## src/hdl/ctpg_pkg.sv

```systemverilog
// Shared types, constants and update functions for the combined Tausworthe generator.
// No dependencies; used by ctpg_lfsr, ctpg_mul and combined_tausworthe_prng.
`default_nettype none

package ctpg_pkg;

    // Width of one generator component word.
    localparam int WORD_BITS = 64;
    // Width of the uniform fraction taken from the low bits of the mixed word.
    localparam int FRAC_BITS = 52;
    // Width of the range bounds and the scaled result.
    localparam int INT_BITS = 32;
    // Width of a range span, which can reach 2^32.
    localparam int SPAN_BITS = INT_BITS + 1;
    // Number of seed registers and the width of their index.
    localparam int NUM_SEEDS = 4;
    localparam int CFG_INDEX_BITS = 2;

    // Shift triples (k, q, s) of the four components.
    localparam int K0 = 63;
    localparam int Q0 = 31;
    localparam int S0 = 18;
    localparam int K1 = 58;
    localparam int Q1 = 19;
    localparam int S1 = 28;
    localparam int K2 = 55;
    localparam int Q2 = 24;
    localparam int S2 = 7;
    localparam int K3 = 47;
    localparam int Q3 = 21;
    localparam int S3 = 8;

    // Request modes.
    localparam logic [1:0] MODE_FRACTION = 2'd0;
    localparam logic [1:0] MODE_BOUNDED  = 2'd1;
    localparam logic [1:0] MODE_RANGE    = 2'd2;

    // Configuration register indexes.
    localparam logic [CFG_INDEX_BITS-1:0] REG_SEED_ZERO  = 2'd0;
    localparam logic [CFG_INDEX_BITS-1:0] REG_SEED_ONE   = 2'd1;
    localparam logic [CFG_INDEX_BITS-1:0] REG_SEED_TWO   = 2'd2;
    localparam logic [CFG_INDEX_BITS-1:0] REG_SEED_THREE = 2'd3;

    // Sequencer states.
    typedef enum logic [2:0] {
        ST_IDLE,
        ST_LOAD,
        ST_WARM,
        ST_DRAW,
        ST_CALC,
        ST_SCALE,
        ST_EMIT
    } ctpg_state_t;

    // Commands from the sequencer to the component bank.
    typedef struct packed {
        logic load;
        logic step;
    } ctpg_lfsr_cmd_t;

    // One Tausworthe step of a component word; k, q and s are constants at each call.
    function automatic logic [WORD_BITS-1:0] tw_update(
        input logic [WORD_BITS-1:0] z,
        input int k,
        input int q,
        input int s
    );
        logic [WORD_BITS-1:0] keep;
        keep = z & ({WORD_BITS{1'b1}} << (WORD_BITS - k));
        return (((z << q) ^ z) >> (k - s)) ^ (keep << s);
    endfunction

    // A seed word below 2^(64-k) would leave the component degenerate: lift it.
    function automatic logic [WORD_BITS-1:0] apply_floor(
        input logic [WORD_BITS-1:0] w,
        input int k
    );
        logic [WORD_BITS-1:0] floor_val;
        floor_val = {{(WORD_BITS-1){1'b0}}, 1'b1} << (WORD_BITS - k);
        return (w < floor_val) ? (w + floor_val) : w;
    endfunction

endpackage

`default_nettype wire

```

## src/hdl/ctpg_lfsr.sv

```systemverilog
// Seed registers and the four generator components, advanced one step per command.
// Depends on ctpg_pkg for the shift triples, the update functions and the command struct.
`default_nettype none

module ctpg_lfsr
(
    input  wire logic                                   clk,
    input  wire logic                                   rst_n,
    input  wire logic                                   cfg_we,
    input  wire logic [ctpg_pkg::CFG_INDEX_BITS-1:0]    cfg_index,
    input  wire logic [ctpg_pkg::WORD_BITS-1:0]         cfg_data,
    input  wire ctpg_pkg::ctpg_lfsr_cmd_t               cmd,
    output logic [ctpg_pkg::WORD_BITS-1:0]              mix
);

    logic [ctpg_pkg::WORD_BITS-1:0] seed_reg [ctpg_pkg::NUM_SEEDS];
    logic [ctpg_pkg::WORD_BITS-1:0] comp0_reg;
    logic [ctpg_pkg::WORD_BITS-1:0] comp1_reg;
    logic [ctpg_pkg::WORD_BITS-1:0] comp2_reg;
    logic [ctpg_pkg::WORD_BITS-1:0] comp3_reg;
    logic [ctpg_pkg::WORD_BITS-1:0] comp0_next;
    logic [ctpg_pkg::WORD_BITS-1:0] comp1_next;
    logic [ctpg_pkg::WORD_BITS-1:0] comp2_next;
    logic [ctpg_pkg::WORD_BITS-1:0] comp3_next;

    // Seed words are written by the configuration port.
    always_ff @(posedge clk or negedge rst_n)
    begin
        if (!rst_n)
        begin
            for (int i = 0; i < ctpg_pkg::NUM_SEEDS; i++)
            begin
                seed_reg[i] <= '0;
            end
        end
        else if (cfg_we)
        begin
            seed_reg[cfg_index] <= cfg_data;
        end
    end

    // Load floored seeds or take one shared update step of all four components.
    always_comb
    begin
        comp0_next = comp0_reg;
        comp1_next = comp1_reg;
        comp2_next = comp2_reg;
        comp3_next = comp3_reg;
        if (cmd.load)
        begin
            comp0_next = ctpg_pkg::apply_floor(seed_reg[ctpg_pkg::REG_SEED_ZERO], ctpg_pkg::K0);
            comp1_next = ctpg_pkg::apply_floor(seed_reg[ctpg_pkg::REG_SEED_ONE], ctpg_pkg::K1);
            comp2_next = ctpg_pkg::apply_floor(seed_reg[ctpg_pkg::REG_SEED_TWO], ctpg_pkg::K2);
            comp3_next = ctpg_pkg::apply_floor(seed_reg[ctpg_pkg::REG_SEED_THREE],
                                               ctpg_pkg::K3);
        end
        else if (cmd.step)
        begin
            comp0_next = ctpg_pkg::tw_update(comp0_reg, ctpg_pkg::K0, ctpg_pkg::Q0,
                                             ctpg_pkg::S0);
            comp1_next = ctpg_pkg::tw_update(comp1_reg, ctpg_pkg::K1, ctpg_pkg::Q1,
                                             ctpg_pkg::S1);
            comp2_next = ctpg_pkg::tw_update(comp2_reg, ctpg_pkg::K2, ctpg_pkg::Q2,
                                             ctpg_pkg::S2);
            comp3_next = ctpg_pkg::tw_update(comp3_reg, ctpg_pkg::K3, ctpg_pkg::Q3,
                                             ctpg_pkg::S3);
        end
    end

    // Component registers.
    always_ff @(posedge clk or negedge rst_n)
    begin
        if (!rst_n)
        begin
            comp0_reg <= '0;
            comp1_reg <= '0;
            comp2_reg <= '0;
            comp3_reg <= '0;
        end
        else
        begin
            comp0_reg <= comp0_next;
            comp1_reg <= comp1_next;
            comp2_reg <= comp2_next;
            comp3_reg <= comp3_next;
        end
    end

    // The combined output is the xor of the current component words.
    assign mix = comp0_reg ^ comp1_reg ^ comp2_reg ^ comp3_reg;

endmodule

`default_nettype wire

```

## src/hdl/ctpg_mul.sv

```systemverilog
// Bit-serial shift-add multiplier giving floor(fr * span / 2^FR_BITS).
// Depends on ctpg_pkg for the span width.
`default_nettype none

module ctpg_mul
#(
    parameter int FR_BITS = 32
)
(
    input  wire logic                               clk,
    input  wire logic                               rst_n,
    input  wire logic                               start,
    input  wire logic [FR_BITS-1:0]                 fr,
    input  wire logic [ctpg_pkg::SPAN_BITS-1:0]     span,
    output logic                                    done,
    output logic [ctpg_pkg::SPAN_BITS-1:0]          product_hi
);

    localparam int CNT_BITS = (FR_BITS > 1) ? $clog2(FR_BITS) : 1;

    logic                               busy_reg;
    logic                               busy_next;
    logic                               done_reg;
    logic                               done_next;
    logic [CNT_BITS-1:0]                cnt_reg;
    logic [CNT_BITS-1:0]                cnt_next;
    logic [ctpg_pkg::SPAN_BITS-1:0]     acc_reg;
    logic [ctpg_pkg::SPAN_BITS-1:0]     acc_next;
    logic [FR_BITS-1:0]                 mq_reg;
    logic [FR_BITS-1:0]                 mq_next;
    logic [ctpg_pkg::SPAN_BITS-1:0]     span_reg;
    logic [ctpg_pkg::SPAN_BITS-1:0]     span_next;
    logic [ctpg_pkg::SPAN_BITS:0]       sum;

    // One multiplier bit per cycle: add span into the high half, then shift right.
    always_comb
    begin
        busy_next = busy_reg;
        done_next = 1'b0;
        cnt_next  = cnt_reg;
        acc_next  = acc_reg;
        mq_next   = mq_reg;
        span_next = span_reg;
        sum       = {1'b0, acc_reg} + (mq_reg[0] ? {1'b0, span_reg} : '0);
        if (start)
        begin
            busy_next = 1'b1;
            cnt_next  = '0;
            acc_next  = '0;
            mq_next   = fr;
            span_next = span;
        end
        else if (busy_reg)
        begin
            acc_next = sum[ctpg_pkg::SPAN_BITS:1];
            mq_next  = {sum[0], mq_reg[FR_BITS-1:1]};
            cnt_next = cnt_reg + 1'b1;
            if (cnt_reg == CNT_BITS'(FR_BITS - 1))
            begin
                busy_next = 1'b0;
                done_next = 1'b1;
            end
        end
    end

    // Control registers.
    always_ff @(posedge clk or negedge rst_n)
    begin
        if (!rst_n)
        begin
            busy_reg <= 1'b0;
            done_reg <= 1'b0;
            cnt_reg  <= '0;
        end
        else
        begin
            busy_reg <= busy_next;
            done_reg <= done_next;
            cnt_reg  <= cnt_next;
        end
    end

    // Datapath registers.
    always_ff @(posedge clk)
    begin
        acc_reg  <= acc_next;
        mq_reg   <= mq_next;
        span_reg <= span_next;
    end

    assign done       = done_reg;
    assign product_hi = acc_reg;

endmodule

`default_nettype wire

```

## src/hdl/combined_tausworthe_prng.sv

```systemverilog
// Top level of the combined four-component Tausworthe generator (period 2^223).
// Depends on ctpg_pkg, ctpg_lfsr and ctpg_mul.
//
// Usage: each transfer on the s_axis channel requests one draw; its tuser carries
// the mode and its tdata the range bounds. Each draw returns exactly one transfer on
// m_axis carrying the 52-bit fraction, the scaled value and the empty-range flag.
// The cfg channel writes the four seed words (index 0 to 3); any write makes the
// next draw reload the seeds, lift each below its floor, and run WARMUP_STEPS
// silent updates. cfg_ready is always high; writes belong between draws.
// Each draw runs the sequencer through LOAD and WARM (first draw after reset or a seed
// write only), then DRAW and CALC, then SCALE when a nonempty range is scaled, then
// EMIT; fraction mode and an empty range skip SCALE. The scaling multiplier retires
// one bit of the fraction per cycle. One draw is in flight at a time: s_axis_tready is
// high only while the sequencer is idle, so a new draw can be accepted in the cycle after
// the previous result is handed to the output register.
// Reset clears the seeds, the components and the seeded flag, and drops all valids.
// When the receiver stalls, the result waits in the output register and the
// sequencer holds its finished result until that register frees up.
`default_nettype none

module combined_tausworthe_prng
#(
    parameter int RANGE_BITS   = 32,
    parameter int WARMUP_STEPS = 10
)
(
    input  wire logic                                   clk,
    input  wire logic                                   rst_n,
    // Requests.
    input  wire logic                                   s_axis_tvalid,
    output logic                                        s_axis_tready,
    input  wire logic [63:0]                            s_axis_tdata,  // range_a, range_b
    input  wire logic [1:0]                             s_axis_tuser,  // mode
    // Results.
    output logic                                        m_axis_tvalid,
    input  wire logic                                   m_axis_tready,
    output logic [87:0]                                 m_axis_tdata,  // fraction, value, pad
    output logic [0:0]                                  m_axis_tuser,  // range_empty
    // Seed writes.
    input  wire logic                                   cfg_valid,
    output logic                                        cfg_ready,
    input  wire logic [ctpg_pkg::CFG_INDEX_BITS-1:0]    cfg_index,
    input  wire logic [ctpg_pkg::WORD_BITS-1:0]         cfg_data
);

    localparam int WARM_CNT_BITS = (WARMUP_STEPS > 1) ? $clog2(WARMUP_STEPS) : 1;
    localparam int PAD_BITS = 88 - ctpg_pkg::FRAC_BITS - ctpg_pkg::INT_BITS;

    ctpg_pkg::ctpg_state_t                  state_reg;
    ctpg_pkg::ctpg_state_t                  state_next;
    logic                                   seeded_reg;
    logic                                   seeded_next;
    logic [WARM_CNT_BITS-1:0]               warm_cnt_reg;
    logic [WARM_CNT_BITS-1:0]               warm_cnt_next;
    logic                                   m_valid_reg;
    logic                                   m_valid_next;

    logic [1:0]                             mode_reg;
    logic signed [ctpg_pkg::INT_BITS-1:0]   a_reg;
    logic signed [ctpg_pkg::INT_BITS-1:0]   b_reg;
    logic [ctpg_pkg::FRAC_BITS-1:0]         frac_reg;
    logic [ctpg_pkg::INT_BITS-1:0]          low_reg;
    logic                                   empty_reg;
    logic [ctpg_pkg::INT_BITS-1:0]          res_value_reg;
    logic [ctpg_pkg::FRAC_BITS-1:0]         out_frac_reg;
    logic [ctpg_pkg::INT_BITS-1:0]          out_value_reg;
    logic                                   out_empty_reg;

    ctpg_pkg::ctpg_lfsr_cmd_t               lfsr_cmd;
    logic [ctpg_pkg::WORD_BITS-1:0]         mix;
    logic                                   cfg_we;
    logic                                   in_xfer;
    logic                                   mul_start;
    logic                                   mul_done;
    logic [ctpg_pkg::SPAN_BITS-1:0]         product_hi;

    logic                                   is_int;
    logic signed [ctpg_pkg::INT_BITS-1:0]   lo_sel;
    logic signed [ctpg_pkg::INT_BITS-1:0]   hi_sel;
    logic                                   is_empty;
    logic [ctpg_pkg::SPAN_BITS-1:0]         span;

    assign cfg_ready = 1'b1;
    assign cfg_we    = cfg_valid & cfg_ready;
    assign in_xfer   = s_axis_tvalid & s_axis_tready;

    // Component bank.
    ctpg_lfsr u_lfsr
    (
        .clk       (clk),
        .rst_n     (rst_n),
        .cfg_we    (cfg_we),
        .cfg_index (cfg_index),
        .cfg_data  (cfg_data),
        .cmd       (lfsr_cmd),
        .mix       (mix)
    );

    // Range bounds and span from the latched request.
    always_comb
    begin
        is_int   = (mode_reg == ctpg_pkg::MODE_BOUNDED) || (mode_reg == ctpg_pkg::MODE_RANGE);
        lo_sel   = (mode_reg == ctpg_pkg::MODE_RANGE) ? a_reg : 32'sd1;
        hi_sel   = (mode_reg == ctpg_pkg::MODE_RANGE) ? b_reg : a_reg;
        is_empty = is_int && (hi_sel < lo_sel);
        span     = {hi_sel[ctpg_pkg::INT_BITS-1], hi_sel}
                 - {lo_sel[ctpg_pkg::INT_BITS-1], lo_sel} + 1'b1;
    end

    // Serial scaling multiplier on the top RANGE_BITS bits of the fraction field of the freshly drawn word.
    ctpg_mul
    #(
        .FR_BITS (RANGE_BITS)
    )
    u_mul
    (
        .clk        (clk),
        .rst_n      (rst_n),
        .start      (mul_start),
        .fr         (mix[ctpg_pkg::FRAC_BITS-1 -: RANGE_BITS]),
        .span       (span),
        .done       (mul_done),
        .product_hi (product_hi)
    );

    // Sequencer: next state and commands.
    always_comb
    begin
        state_next    = state_reg;
        seeded_next   = seeded_reg;
        warm_cnt_next = warm_cnt_reg;
        m_valid_next  = m_valid_reg;
        lfsr_cmd      = '0;
        mul_start     = 1'b0;
        s_axis_tready = 1'b0;

        // The output register frees up when its transfer completes.
        if (m_valid_reg && m_axis_tready)
        begin
            m_valid_next = 1'b0;
        end

        case (state_reg)
            ctpg_pkg::ST_IDLE:
            begin
                s_axis_tready = 1'b1;
                if (s_axis_tvalid)
                begin
                    state_next = seeded_reg ? ctpg_pkg::ST_DRAW : ctpg_pkg::ST_LOAD;
                end
            end
            ctpg_pkg::ST_LOAD:
            begin
                lfsr_cmd.load = 1'b1;
                seeded_next   = 1'b1;
                warm_cnt_next = '0;
                state_next    = (WARMUP_STEPS == 0) ? ctpg_pkg::ST_DRAW : ctpg_pkg::ST_WARM;
            end
            ctpg_pkg::ST_WARM:
            begin
                lfsr_cmd.step = 1'b1;
                warm_cnt_next = warm_cnt_reg + 1'b1;
                if (warm_cnt_reg == WARM_CNT_BITS'(WARMUP_STEPS - 1))
                begin
                    state_next = ctpg_pkg::ST_DRAW;
                end
            end
            ctpg_pkg::ST_DRAW:
            begin
                lfsr_cmd.step = 1'b1;
                state_next    = ctpg_pkg::ST_CALC;
            end
            ctpg_pkg::ST_CALC:
            begin
                if (is_int && !is_empty)
                begin
                    mul_start  = 1'b1;
                    state_next = ctpg_pkg::ST_SCALE;
                end
                else
                begin
                    state_next = ctpg_pkg::ST_EMIT;
                end
            end
            ctpg_pkg::ST_SCALE:
            begin
                if (mul_done)
                begin
                    state_next = ctpg_pkg::ST_EMIT;
                end
            end
            ctpg_pkg::ST_EMIT:
            begin
                if (!m_valid_reg || m_axis_tready)
                begin
                    m_valid_next = 1'b1;
                    state_next   = ctpg_pkg::ST_IDLE;
                end
            end
            default:
            begin
                state_next = ctpg_pkg::ST_IDLE;
            end
        endcase

        // A seed write forces a reload on the next draw.
        if (cfg_we)
        begin
            seeded_next = 1'b0;
        end
    end

    // Sequencer and output control registers.
    always_ff @(posedge clk or negedge rst_n)
    begin
        if (!rst_n)
        begin
            state_reg    <= ctpg_pkg::ST_IDLE;
            seeded_reg   <= 1'b0;
            warm_cnt_reg <= '0;
            m_valid_reg  <= 1'b0;
        end
        else
        begin
            state_reg    <= state_next;
            seeded_reg   <= seeded_next;
            warm_cnt_reg <= warm_cnt_next;
            m_valid_reg  <= m_valid_next;
        end
    end

    // Request, working and output payload registers.
    always_ff @(posedge clk)
    begin
        if (in_xfer)
        begin
            mode_reg <= s_axis_tuser;
            a_reg    <= s_axis_tdata[31:0];
            b_reg    <= s_axis_tdata[63:32];
        end
        // The components have just stepped, so the mixed word is this draw.
        if (state_reg == ctpg_pkg::ST_CALC)
        begin
            frac_reg      <= mix[ctpg_pkg::FRAC_BITS-1:0];
            low_reg       <= lo_sel;
            empty_reg     <= is_empty;
            res_value_reg <= '0;
        end
        if (state_reg == ctpg_pkg::ST_SCALE && mul_done)
        begin
            res_value_reg <= low_reg + product_hi[ctpg_pkg::INT_BITS-1:0];
        end
        if (state_reg == ctpg_pkg::ST_EMIT && (!m_valid_reg || m_axis_tready))
        begin
            out_frac_reg  <= frac_reg;
            out_value_reg <= res_value_reg;
            out_empty_reg <= empty_reg;
        end
    end

    assign m_axis_tvalid = m_valid_reg;
    assign m_axis_tdata  = {{PAD_BITS{1'b0}}, out_value_reg, out_frac_reg};
    assign m_axis_tuser  = out_empty_reg;

endmodule

`default_nettype wire
```

## config.mk

```make
export PLATFORM = sky130hd
export DESIGN_NAME = combined_tausworthe_prng
export DESIGN_NICKNAME = d
export VERILOG_FILES = /design/src/hdl/ctpg_pkg.sv /design/src/hdl/ctpg_lfsr.sv /design/src/hdl/ctpg_mul.sv /design/src/hdl/combined_tausworthe_prng.sv
export SDC_FILE = /design/constraint.sdc
export NUM_CORES = 2
export LEC_CHECK = 0
export BUFFER_PORTS_ARGS = -buffer_cell sky130_fd_sc_hd__buf_4
export CORE_ASPECT_RATIO = 0.9
export CORE_MARGIN = 3
export CORE_UTILIZATION = 45
export DETAILED_ROUTE_END_ITERATION = 8
export MAX_ROUTING_LAYER = met4
export PLACE_DENSITY = 0.72
export SLEW_MARGIN = 10
export SYNTH_ARGS = -nofsm -noshare
export SYNTH_HDL_FRONTEND = slang
export SYNTH_HIERARCHICAL = 1
export SYNTH_SLANG_ARGS = --single-unit
```

## constraint.sdc

```tcl
create_clock -name clk -period 8.3 [get_ports clk]
set_clock_uncertainty 0.2 [all_clocks]
set_input_delay 1.66 -clock clk [delete_from_list [all_inputs] [get_ports clk]]
set_output_delay 1.66 -clock clk [all_outputs]
set_load 0.01 [all_outputs]
```

==> metrics.md <==
| Metric | Value |
|---|---|
| Maximum VDD drop | around 0.00024 V |
| Tcrit/Tclk final | a little over two thirds |
| First-iteration detailed-routing DRC count | between 3000 and 4000 |
| WL final | 128000 um |
| Share of cells above drive strength 1 | about an eighth |
| Pins Over Slew Limit | 0 |
| # IOs | about 230 |
| Clock latency at the later pin of the worst-skew pair | slightly below 0.7 ns |
| Max Cap Violations | 0 |
| Net Sw Frac | 41.5% |
| Clock Tree Buf Depth | 3 |
| Initial Util | ~46% |
| Clock transition at path regs | 0.06 ns |
| Dpl hpwl | 95900 um |
| Post-DR wirelength/cell | about 25 um |
| Sequential share of power | 38.0% |
| Min-delay worst type | reg -> reg |
| Largest register FFs | about 260 |
| Pint | roughly 0.013 W |
| Share of total power in the clock network | between 20% and 30% |
| Placed instance count | between 4000 and 5000 |
| Layout area overhead | 14.2% |
| Post-CTS Setup Bufs | 0 |
| Combinational fraction of design power | 41.4% |
| Final Hold Violating Endpoints | 0 |
| Max Clock Freq | about 170 MHz |
| Setup CP Type | reg -> reg |
| Unrepaired setup endpoints after global routing | no |
| LEAKAGE | approximately 20 nW |
| Slew HR | 25.3% |
| Num CTS Buffers | 96 |
| DRT antenna net count | 0 |
| Outcome | finished, final reports clean |
| TNS Setup | 0 ns |
| Synth Cell Area | between 0.04 and 0.05 mm2 |
| CP Max Fanout | 32 |
| Final nets | slightly above 4000 |
| First-pass GRT wire length | around 190000 um |
| Critical Path End Type | flip-flop |
| Largest net degree at the start of global routing | between 200 and 250 |
| Full die area | ~0.099 mm2 |
| CP required | about 8.1 ns |
| Core box area | roughly 0.094 mm2 |
| Post-route DRC | 0 |
| Port bufs | approximately 220 |
| Drt pass-1 iters | 6 |
| Final setup fails | 0 |
| Vias | around 30000 |
| Tmin final | 5.79 ns |
| Mapped Cells | between 3000 and 4000 |
| Vias per Instance | 5.76 |
| Initial antenna violation count | 12 |
| Worst-Margin Slew | between 1 and 1.5 ns |
| Die width | around 330 um |
| Clk root buf | clkbuf_16 |
| CP startpoint kind | flip-flop |
| Die Ht | 299 um |
| Post-cts gate resize count | 0 |
| CTS tree | yes |
| RePlAce Congestion | approximately 0.98 |
| Ys Warns | 6 |
| Layout Cells excl Fill | between 5000 and 6000 |
| Rows | ~110 |
| Num Clock Sinks | 894 |
| Switch Pwr | between 0.008 and 0.009 W |
| Mapped Avg Cell Area | between 10 and 15 um2 |
| Congestion Overflow GR | 0 |
| Worst EP arrival | around 5.6 ns |
| H-tree Lvls | 3 |
| PwrDens | 438 mW/mm2 |
| Post-CTS Hold Buffers | 0 |
| GR Util All Layers | a little over a quarter |
| Vias in the first global route | about 29000 |
## power groups by stage
stage	combinational (W)	sequential, W	clock (W)
2_1_floorplan	0.00607	0.00747	0
3_3_place_gp	0.00863	0.00819	0
3_5_place_dp	0.00874	0.00821	0
4_1_cts	0.00881	0.00814	0.00450
5_1_grt	0.00969	0.00831	0.00468
6_report	0.00893	0.00820	0.00442
## per-layer routing
metal | track usage (%) | routed length [um]
met1 | 37.3 | 56800
met2 | 37.4 | 55000
met3 | 5.70 | 11800
met4 | 8.56 | 4530
met5 | - | 0
## critical path, stage by stage, from the launching register on
cell and delay [ns]:
edfxtp_1 0.35, inv_1 0.09, ha_1 0.79, buf_4 0.37, mux2_2 0.37, ha_1 0.22, fa_1 0.40, nor4bb_1 0.33
a211oi_1 0.15, nand4b_1 0.22, a21oi_1 0.20, nor4_2 0.09, nor2_1 0.13, buf_4 0.28, clkinv_1 0.92
## stage by stage
stage | hold slack (ns) | setup slack (ns) | cell area (um2) | util (%) | power (W)
after floorplan | 0.200 | 0.469 | 43100 | - | 0.0135
after global placement | 0.201 | 2.56 | 45900 | 48.9 | 0.0168
after detailed placement | 0.205 | 2.58 | 45900 | 48.9 | 0.0170
after CTS | 0.179 | 2.57 | 49200 | 52.4 | 0.0214
after global routing | 0.201 | 2.09 | 49200 | 52.4 | 0.0227
final | 0.177 | 2.51 | 49200 | 52.4 | 0.0216
## worst paths after layout
| check | from | endpoint | slack, ns | cells after the start |
|---|---|---|---|---|
| worst max register to register | mode_reg[0] | u_mul/mq_reg[23] | 2.51 | 14 |
| worst min-delay path | frac_reg[10] | out_frac_reg[10] | 0.18 | 0 |
| min in group asynchronous | rst_n | u_lfsr/seed_reg[56] | 0.78 | 1 |
| max in group asynchronous | rst_n | u_lfsr/comp0_reg[5] | 5.68 | 2 |
| worst max-delay path | mode_reg[0] | u_mul/mq_reg[23] | 2.51 | 14 |
| worst min register to register | frac_reg[10] | out_frac_reg[10] | 0.18 | 0 |
## cell type report
class                      instances  area [um2]
antenna                            7        17.5
sequential                       894       23900
multi-input combinational       2496       18100
clock buffer                     123        2670
fill                            8157       44700
timing repair buffer             253        1960
inverter                         106         399
clock inverter                    50         608
tap                             1242        1550
## layout by cell type (no fill, tap or decap), types with 93 or more instances in the layout
| cell | instances |
|---|---|
| a21oi_1 | 117 |
| buf_4 | 248 |
| clkbuf_16 | 97 |
| dfrtp_1 | 528 |
| edfxtp_1 | 333 |
| ha_1 | 141 |
| inv_1 | 104 |
| mux2_1 | 252 |
| mux2i_1 | 180 |
| nand2_1 | 432 |
| nor2_1 | 132 |
| o21ai_0 | 98 |
| o21ai_1 | 315 |
| xnor2_1 | 242 |
| xor2_1 | 93 |
Note: power is estimated with default switching activity, not from simulation.
